**config.mk**
```make
export PLATFORM = sky130hd
export DESIGN_NAME = dock_layout_placer
export DESIGN_NICKNAME = d
export VERILOG_FILES = /design/src/hdl/dlp_pkg.sv /design/src/hdl/dlp_cfg.sv /design/src/hdl/dlp_core.sv /design/src/hdl/dock_layout_placer.sv
export VERILOG_INCLUDE_DIRS = /design/src /design/src/hdl
export SDC_FILE = /design/constraint.sdc
export NUM_CORES = 2
export LEC_CHECK = 0
export BUFFER_PORTS_ARGS = -buffer_cell sky130_fd_sc_hd__buf_2
export CAP_MARGIN = 20
export CORE_ASPECT_RATIO = 1.25
export CORE_MARGIN = 4
export CORE_UTILIZATION = 30
export DETAILED_ROUTE_END_ITERATION = 16
export GPL_TIMING_DRIVEN = 0
export PLACE_DENSITY_LB_ADDON = 0.15
export SLEW_MARGIN = 20
export SYNTH_ARGS = -nofsm -noshare
export SYNTH_HDL_FRONTEND = slang
export SYNTH_SLANG_ARGS = --single-unit
```
**constraint.sdc**
```tcl
create_clock -name clk -period 9.75 [get_ports clk]
set_input_delay 0.4875 -clock clk [delete_from_list [all_inputs] [get_ports clk]]
set_output_delay 0.4875 -clock clk [all_outputs]
set_load 0.005 [all_outputs]
```
**src/hdl/dock_layout_placer_defines.svh**
```systemverilog
// assertion macros shared by the dock layout placer modules
`ifndef DOCK_LAYOUT_PLACER_DEFINES_SVH
`define DOCK_LAYOUT_PLACER_DEFINES_SVH

// same-cycle implication, checked on clk, masked while rst_n is low
`define DLP_ASSERT_IMP(lbl, ante, cons, msg) \
  lbl: assert property (@(posedge clk) disable iff (!rst_n) (ante) |-> (cons)) \
    else $error(msg);

// next-cycle implication, checked on clk, masked while rst_n is low
`define DLP_ASSERT_NXT(lbl, ante, cons, msg) \
  lbl: assert property (@(posedge clk) disable iff (!rst_n) (ante) |=> (cons)) \
    else $error(msg);

`endif

```
**src/hdl/dlp_pkg.sv**
```systemverilog
// types and constants of the dock layout placer
`timescale 1ns / 1ps

package dlp_pkg;

  // configuration register indexes
  localparam int unsigned CFG_IDX_W = 3;
  localparam logic [CFG_IDX_W-1:0] CFG_PARENT_X  = 3'd0;
  localparam logic [CFG_IDX_W-1:0] CFG_PARENT_Y  = 3'd1;
  localparam logic [CFG_IDX_W-1:0] CFG_PARENT_W  = 3'd2;
  localparam logic [CFG_IDX_W-1:0] CFG_PARENT_H  = 3'd3;
  localparam logic [CFG_IDX_W-1:0] CFG_DECORATED = 3'd4;
  localparam logic [CFG_IDX_W-1:0] CFG_PADDING   = 3'd5;

  // dock modes
  localparam logic [2:0] DOCK_NONE     = 3'd0;
  localparam logic [2:0] DOCK_TOP      = 3'd1;
  localparam logic [2:0] DOCK_BOTTOM   = 3'd2;
  localparam logic [2:0] DOCK_LEFT     = 3'd3;
  localparam logic [2:0] DOCK_RIGHT    = 3'd4;
  localparam logic [2:0] DOCK_FILL     = 3'd5;
  localparam logic [2:0] DOCK_CENTER   = 3'd6;
  localparam logic [2:0] DOCK_ALT_NONE = 3'd7;

  // frame offsets of a decorated parent
  localparam logic [31:0] DEC_DX = 32'd5;
  localparam logic [31:0] DEC_DY = 32'd35;
  localparam logic [31:0] DEC_DW = 32'd10;
  localparam logic [31:0] DEC_DH = 32'd40;

  typedef struct packed {
    logic               first;
    logic signed [15:0] child_x;
    logic signed [15:0] child_y;
    logic signed [15:0] child_w;
    logic signed [15:0] child_h;
    logic signed [15:0] margin_left;
    logic signed [15:0] margin_top;
    logic signed [15:0] margin_right;
    logic signed [15:0] margin_bottom;
    logic [2:0]         dock_sel;
    logic               hidden;
  } dlp_in_t;

  typedef struct packed {
    logic               placed;
    logic signed [31:0] screen_x;
    logic signed [31:0] screen_y;
    logic signed [31:0] screen_w;
    logic signed [31:0] screen_h;
  } dlp_out_t;

  // four running edges or the padded client area
  typedef struct packed {
    logic [31:0] left;
    logic [31:0] top;
    logic [31:0] right;
    logic [31:0] bottom;
  } dlp_edges_t;

  // parent origin and frame flag for absolutely placed children
  typedef struct packed {
    logic signed [15:0] parent_x;
    logic signed [15:0] parent_y;
    logic               decorated;
  } dlp_frame_t;

endpackage

```
**src/hdl/dlp_cfg.sv**
```systemverilog
// configuration registers and the registered client area of the parent
`timescale 1ns / 1ps

module dlp_cfg (
  input  logic                          clk,
  input  logic                          rst_n,
  input  logic                          wr_en,
  input  logic [dlp_pkg::CFG_IDX_W-1:0] wr_index,
  input  logic [63:0]                   wr_data,
  output dlp_pkg::dlp_frame_t           frame,
  output dlp_pkg::dlp_edges_t           client
);
  import dlp_pkg::*;

  logic signed [15:0] parent_x_r;
  logic signed [15:0] parent_y_r;
  logic [14:0]        parent_w_r;
  logic [14:0]        parent_h_r;
  logic               decorated_r;
  logic [63:0]        padding_r;
  dlp_edges_t         client_r;
  dlp_edges_t         client_nxt;

  logic [31:0] px, py, pw, ph, pl, pt, pr, pb;
  logic [31:0] dx, dy, dw, dh;

  // register writes
  always_ff @(posedge clk) begin
    if (!rst_n) begin
      parent_x_r  <= '0;
      parent_y_r  <= '0;
      parent_w_r  <= '0;
      parent_h_r  <= '0;
      decorated_r <= 1'b0;
      padding_r   <= '0;
    end else if (wr_en) begin
      unique case (wr_index)
        CFG_PARENT_X:  parent_x_r  <= wr_data[15:0];
        CFG_PARENT_Y:  parent_y_r  <= wr_data[15:0];
        CFG_PARENT_W:  parent_w_r  <= wr_data[14:0];
        CFG_PARENT_H:  parent_h_r  <= wr_data[14:0];
        CFG_DECORATED: decorated_r <= wr_data[0];
        CFG_PADDING:   padding_r   <= wr_data;
        default: ;
      endcase
    end
  end

  // operands widened to 32 bits
  assign px = {{16{parent_x_r[15]}}, parent_x_r};
  assign py = {{16{parent_y_r[15]}}, parent_y_r};
  assign pw = {17'd0, parent_w_r};
  assign ph = {17'd0, parent_h_r};
  assign pl = {16'd0, padding_r[15:0]};
  assign pt = {16'd0, padding_r[31:16]};
  assign pr = {16'd0, padding_r[47:32]};
  assign pb = {16'd0, padding_r[63:48]};
  assign dx = decorated_r ? DEC_DX : '0;
  assign dy = decorated_r ? DEC_DY : '0;
  assign dw = decorated_r ? DEC_DW : '0;
  assign dh = decorated_r ? DEC_DH : '0;

  // client area edges, each edge moved inward by the padding on its own side
  always_comb begin
    client_nxt.left   = px + dx + pl;
    client_nxt.top    = py + dy + pt;
    client_nxt.right  = px + pw + dx - dw - pr;
    client_nxt.bottom = py + ph + dy - dh - pb;
  end

  always_ff @(posedge clk) begin
    if (!rst_n) begin
      client_r <= '0;
    end else begin
      client_r <= client_nxt;
    end
  end

  assign client = client_r;

  assign frame.parent_x  = parent_x_r;
  assign frame.parent_y  = parent_y_r;
  assign frame.decorated = decorated_r;

endmodule

```
**src/hdl/dlp_core.sv**
```systemverilog
// running dock edges and the placement of one child
`timescale 1ns / 1ps

module dlp_core (
  input  logic                clk,
  input  logic                rst_n,
  input  logic                adv,
  input  dlp_pkg::dlp_in_t    item,
  input  dlp_pkg::dlp_frame_t frame,
  input  dlp_pkg::dlp_edges_t client,
  output dlp_pkg::dlp_out_t   result
);
  import dlp_pkg::*;

  dlp_edges_t  edges_r;
  dlp_edges_t  edges_nxt;
  dlp_edges_t  base;
  logic [31:0] cx, cy, cw, ch, ml, mt, mr, mb;
  logic [31:0] dx, dy;
  logic [31:0] span_w, span_h;
  logic [31:0] hsum, vsum;
  logic [31:0] off_w, off_h;
  logic [31:0] rnd_w, rnd_h;
  logic [31:0] half_w, half_h;
  logic [31:0] x, y, w, h;
  logic        clamp;

  // sign extension of the child fields
  assign cx = {{16{item.child_x[15]}}, item.child_x};
  assign cy = {{16{item.child_y[15]}}, item.child_y};
  assign cw = {{16{item.child_w[15]}}, item.child_w};
  assign ch = {{16{item.child_h[15]}}, item.child_h};
  assign ml = {{16{item.margin_left[15]}}, item.margin_left};
  assign mt = {{16{item.margin_top[15]}}, item.margin_top};
  assign mr = {{16{item.margin_right[15]}}, item.margin_right};
  assign mb = {{16{item.margin_bottom[15]}}, item.margin_bottom};
  assign dx = frame.decorated ? DEC_DX : '0;
  assign dy = frame.decorated ? DEC_DY : '0;

  // first child of a pass starts from the client area
  assign base   = item.first ? client : edges_r;
  assign span_w = base.right - base.left;
  assign span_h = base.bottom - base.top;
  assign hsum   = ml + mr;
  assign vsum   = mt + mb;

  // centre offset halved with truncation toward zero
  assign off_w  = span_w - cw;
  assign off_h  = span_h - ch;
  assign rnd_w  = off_w + {31'd0, off_w[31]};
  assign rnd_h  = off_h + {31'd0, off_h[31]};
  assign half_w = {rnd_w[31], rnd_w[31:1]};
  assign half_h = {rnd_h[31], rnd_h[31:1]};

  // placement by dock mode
  always_comb begin
    x         = base.left + ml;
    y         = base.top + mt;
    w         = cw;
    h         = ch;
    clamp     = 1'b1;
    edges_nxt = base;
    unique case (item.dock_sel)
      DOCK_TOP: begin
        w             = span_w - hsum;
        edges_nxt.top = base.top + ch + vsum;
      end
      DOCK_BOTTOM: begin
        y                = base.bottom - ch - mb;
        w                = span_w - hsum;
        edges_nxt.bottom = base.bottom - (ch + vsum);
      end
      DOCK_LEFT: begin
        h              = span_h - vsum;
        edges_nxt.left = base.left + cw + hsum;
      end
      DOCK_RIGHT: begin
        x               = base.right - cw - mr;
        h               = span_h - vsum;
        edges_nxt.right = base.right - (cw + hsum);
      end
      DOCK_FILL: begin
        w = span_w - hsum;
        h = span_h - vsum;
      end
      DOCK_CENTER: begin
        x = base.left + half_w;
        y = base.top + half_h;
      end
      default: begin
        // dock none and its alias: absolute in the parent, size as given
        x     = {{16{frame.parent_x[15]}}, frame.parent_x} + cx + dx;
        y     = {{16{frame.parent_y[15]}}, frame.parent_y} + cy + dy;
        clamp = 1'b0;
      end
    endcase

    if (item.hidden) begin
      edges_nxt       = base;
      result          = '0;
    end else begin
      result.placed   = 1'b1;
      result.screen_x = x;
      result.screen_y = y;
      result.screen_w = (clamp && w[31]) ? '0 : w;
      result.screen_h = (clamp && h[31]) ? '0 : h;
    end
  end

  // edge state moves with each child that leaves the input stage
  always_ff @(posedge clk) begin
    if (!rst_n) begin
      edges_r <= '0;
    end else if (adv) begin
      edges_r <= edges_nxt;
    end
  end

endmodule

```
**src/hdl/dock_layout_placer.sv**
```systemverilog
// top level of the dock layout placer: channel registers around the placement core
//
//  channel | ports                               | direction | transaction
//  in      | in_valid, in_stall, in_data         | to block  | one child
//  out     | out_valid, out_stall, out_data      | from block| one placed child
//  cfg     | cfg_valid, cfg_ready, cfg_index/data| to block  | one register write
//
// one child per cycle unless a result waits under out_stall; a result passes the
// input register and the result register; the path from the input register
// through the dock edges to the result register sets the cycle, and the running
// edges are updated in the same cycle as the result register is loaded
// rst_n is synchronous: edges, valid flags and config registers clear; the client
// area is registered from the config registers; cfg_ready is always high
// while a result waits under out_stall, one more child is held in the input register
`timescale 1ns / 1ps
`include "dock_layout_placer_defines.svh"

module dock_layout_placer (
  input  logic                          clk,
  input  logic                          rst_n,
  input  logic                          in_valid,
  output logic                          in_stall,
  input  dlp_pkg::dlp_in_t              in_data,
  output logic                          out_valid,
  input  logic                          out_stall,
  output dlp_pkg::dlp_out_t             out_data,
  input  logic                          cfg_valid,
  output logic                          cfg_ready,
  input  logic [dlp_pkg::CFG_IDX_W-1:0] cfg_index,
  input  logic [63:0]                   cfg_data
);
  import dlp_pkg::*;

  logic       in_valid_r;
  dlp_in_t    in_data_r;
  logic       out_valid_r;
  dlp_out_t   out_data_r;
  logic       out_load;
  logic       adv;
  logic       in_take;
  dlp_frame_t frame;
  dlp_edges_t client;
  dlp_out_t   result;

  // handshake control
  assign cfg_ready = 1'b1;
  assign out_load  = !out_valid_r || !out_stall;
  assign adv       = in_valid_r && out_load;
  assign in_stall  = in_valid_r && !out_load;
  assign in_take   = in_valid && !in_stall;

  dlp_cfg u_cfg (
    .clk      (clk),
    .rst_n    (rst_n),
    .wr_en    (cfg_valid && cfg_ready),
    .wr_index (cfg_index),
    .wr_data  (cfg_data),
    .frame    (frame),
    .client   (client)
  );

  dlp_core u_core (
    .clk    (clk),
    .rst_n  (rst_n),
    .adv    (adv),
    .item   (in_data_r),
    .frame  (frame),
    .client (client),
    .result (result)
  );

  // input register
  always_ff @(posedge clk) begin
    if (!rst_n) begin
      in_valid_r <= 1'b0;
    end else if (in_take) begin
      in_valid_r <= 1'b1;
    end else if (adv) begin
      in_valid_r <= 1'b0;
    end
  end

  always_ff @(posedge clk) begin
    if (in_take) begin
      in_data_r <= in_data;
    end
  end

  // result register
  always_ff @(posedge clk) begin
    if (!rst_n) begin
      out_valid_r <= 1'b0;
    end else if (out_load) begin
      out_valid_r <= adv;
    end
  end

  always_ff @(posedge clk) begin
    if (adv) begin
      out_data_r <= result;
    end
  end

  assign out_valid = out_valid_r;
  assign out_data  = out_data_r;

  // checks
  `DLP_ASSERT_NXT(a_adv_fills_out, adv, out_valid_r, "child left input stage without a result")
  `DLP_ASSERT_NXT(a_hold_in, in_valid_r && out_valid_r && out_stall, in_valid_r && $stable(in_data_r), "held child lost under stall")
  `DLP_ASSERT_NXT(a_hidden_unplaced, adv && in_data_r.hidden, !out_data_r.placed, "hidden child reported as placed")
  `DLP_ASSERT_NXT(a_docked_w_clamped, adv && !in_data_r.hidden && in_data_r.dock_sel != DOCK_NONE && in_data_r.dock_sel != DOCK_ALT_NONE, !out_data_r.screen_w[31] && !out_data_r.screen_h[31], "docked size below zero")

endmodule
```
==> metrics <==
peak supply drop=146 µV; Worst-Margin Slew=1.21 ns; most frequent cells in the layout=728 x a21oi_1, 701 x inv_1, 661 x nand2_1; final non-filler cell area=74,800 µm²; #FFs+latches synth=647; ys flop type=dfxtp_1; endpoints failing setup=2; Area after DPL=67,700 µm²; DRC violations left=0; Syn-to-layout area delta=20.9%; Util after Layout=0.364; Hold/Removal Path Class=input pin to register; Crit-path slowest cell=or4_4; Site Rows=186; status=finished with violations; crit-path most repeated cell=a21oi_2; Synth cell types=115; count of final hold-check violations=0; Clock transition at path regs=0.07 ns; Nets=9,235; Clock Skews=0.0459 ns; clk sinks=647; overall global routing resource usage=0.251; Final WS setup=-0.0767 ns; Placer Congestion=0.929; Cell Count, Final, Fillers Out=10,900; largest net degree at the start of global routing=43; unrepaired setup endpoints after global routing=yes; Post-synth ARST share=0; CTS H-Tree Depth=3; CTS max path bufs=3; Syn Area/Cell=8.33 µm²; Worst Path Arrival=10.35 ns; clk root buf=clkbuf_16; Static Leak=33.1 nW; WL final=278,000 µm; slew margin rel.=0.193; CP required=10.27 ns; max_cap viols=0; element type at the critical path end=register; Critical Path Start Type=register; PortBufs=334; final cycle utilization of the critical path=1.01; Initial Util=0.301; worst-path fanout max=7; Warnings, synthesis=0; fin crit period=9.83 ns; Seq/Total Area, Yosys=0.252; DR WL/cell=25.5 µm; vias in the first global route=57,400; CTS Buf Count=76; max-slew violations=0; Final ANT Viol Nets=0; CTS tree=done; share of the synthesized area in the top cell type=0.136; # IOs=337; Critical Path Max Stage Delay=0.53 ns; Die Wd=414 µm; worst hold slack=0.0357 ns; Cell Area, Synth=61,800 µm²; chip height=516 µm; Setup WS pre-CTS=-4.74 ns; Synth Instances=7,421; global route total overflow=0; initial antenna violation count=22; Worst-Skew Late Latency=0.74 ns; Design Power=18.3 mW; leading area contributor after synthesis=ha_1; DR iter-0 viols=4,692; HPWL reported at the end of detailed placement=230,000 µm; DRT Pass-1 Iters=6; Synth Net Count=8,512; Max Clk Rate=102 MHz; first-pass GRT wire length=395,000 µm; placed insts=10,500; EDFF count, synth=262; die footprint=214,000 µm²; Synth area leaders=ha_1 14%, edfxtp_1 13%, dfxtp_1 12%; CP Class=register to register; setup TNS=-0.0789 ns; failing checks=negative setup slack; layout cells sized above 1=0.130; Power Density=245 nW/µm²; area of the core=205,000 µm²; commonest non-fill, non-tap cell in the layout=a21oi_1; via/cell ratio=5.34; fillers=21,300; via count=58,400
==> routing by layer <==
layer / vias up / global-route usage / share of wire
li1: 27900 / - / -
met1: 28300 / 0.319 / 0.43
met2: 1762 / 0.425 / 0.47
met3: 472 / 0.0318 / 0.054
met4: 12 / 0.115 / 0.055
met5: - / 0 / 0.00024
==> logic make-up after synthesis <==
kind of cell,share of synthesized area
AOI/OAI and AO/OA,0.217
xor gates and xnor gates,0.0808
other,0.0000606
DFF,0.252
muxes,0.0263
buffers and inverters,0.0592
and+or+nand+nor,0.159
adders and majority gates,0.205
==> worst max-delay path: cells and delay by family, from the launching register on <==
| family | cells | cell delay, ns |
|---|---|---|
| muxes | 2 | 0.55 |
| DFF | 1 | 0.42 |
| adders and majority gates | 4 | 1.10 |
| AOI/OAI and AO/OA | 16 | 3.53 |
| and+or+nand+nor | 11 | 2.25 |
| buffers and inverters | 7 | 1.12 |
| xor gates and xnor gates | 4 | 0.59 |
==> registers in the layout, summed over array words and instances (netlist names), 15 cells and up <==
signal / count
u_cfg.padding_r: 64
u_cfg.client: 128
in_data_r: 133
u_cfg.parent_y_r: 16
u_cfg.parent_x_r: 16
u_core.edges_r: 128
u_cfg.parent_h_r: 15
u_cfg.parent_w_r: 15
out_data: 129
==> synth_stat cells, types with 121 or more instances <==
cell,instances
xor2_1,202
a21o_1,217
fa_1,216
nor2_1,556
mux2i_1,121
clkbuf_1,205
xnor2_1,367
edfxtp_1,262
nor3_1,190
nand3_1,141
a21oi_1,763
dfxtp_1,385
nand2_1,668
o21ai_0,341
ha_1,670
inv_1,714
==> final timing paths <==
| check | depth (start not counted) | endpoint | slack, ns | from |
|---|---|---|---|---|
| worst max register to register | 44 | out_data[123] | -0.08 | in_data_r[132] |
| worst min register to register | 2 | u_core.edges_r[74] | 0.45 | u_core.edges_r[74] |
| worst min-delay path | 3 | u_cfg.padding_r[37] | 0.04 | cfg_data[37] |
| worst max-delay path | 44 | out_data[123] | -0.08 | in_data_r[132] |
==> repair_timing <==
action,4_1_cts,5_1_grt
pin swaps,77,141
hold buffers,157,0
setup endpoints to repair,96,43
buffers inserted,69,56
hold endpoints to repair,157,0
cloned,2,2
gates resized for setup,282,179
==> where the power goes <==
group          internal [mW]  leakage, nW  total, mW  switching (mW)
sequential              3.07         5.69       3.23           0.166
combinational           4.78         26.1       12.1            7.28
clock                   1.68         1.23       3.01            1.33
total                   9.54         33.1       18.3            8.77
==> area by class of cell <==
type / count / area (µm²) / share of cell area
clock buffer: 94 / 2070 / 0.0277
multi-input combinational: 5821 / 44400 / 0.593
clock inverter: 41 / 455 / 0.00609
sequential: 647 / 15600 / 0.208
buffer: 231 / 1190 / 0.0159
antenna: 8 / 20.0 / 0.000268
inverter: 715 / 2700 / 0.0361
timing repair buffer: 652 / 5010 / 0.0670
tap: 2726 / 3410 / 0.0456
Note: power is estimated with default switching activity, not from simulation.
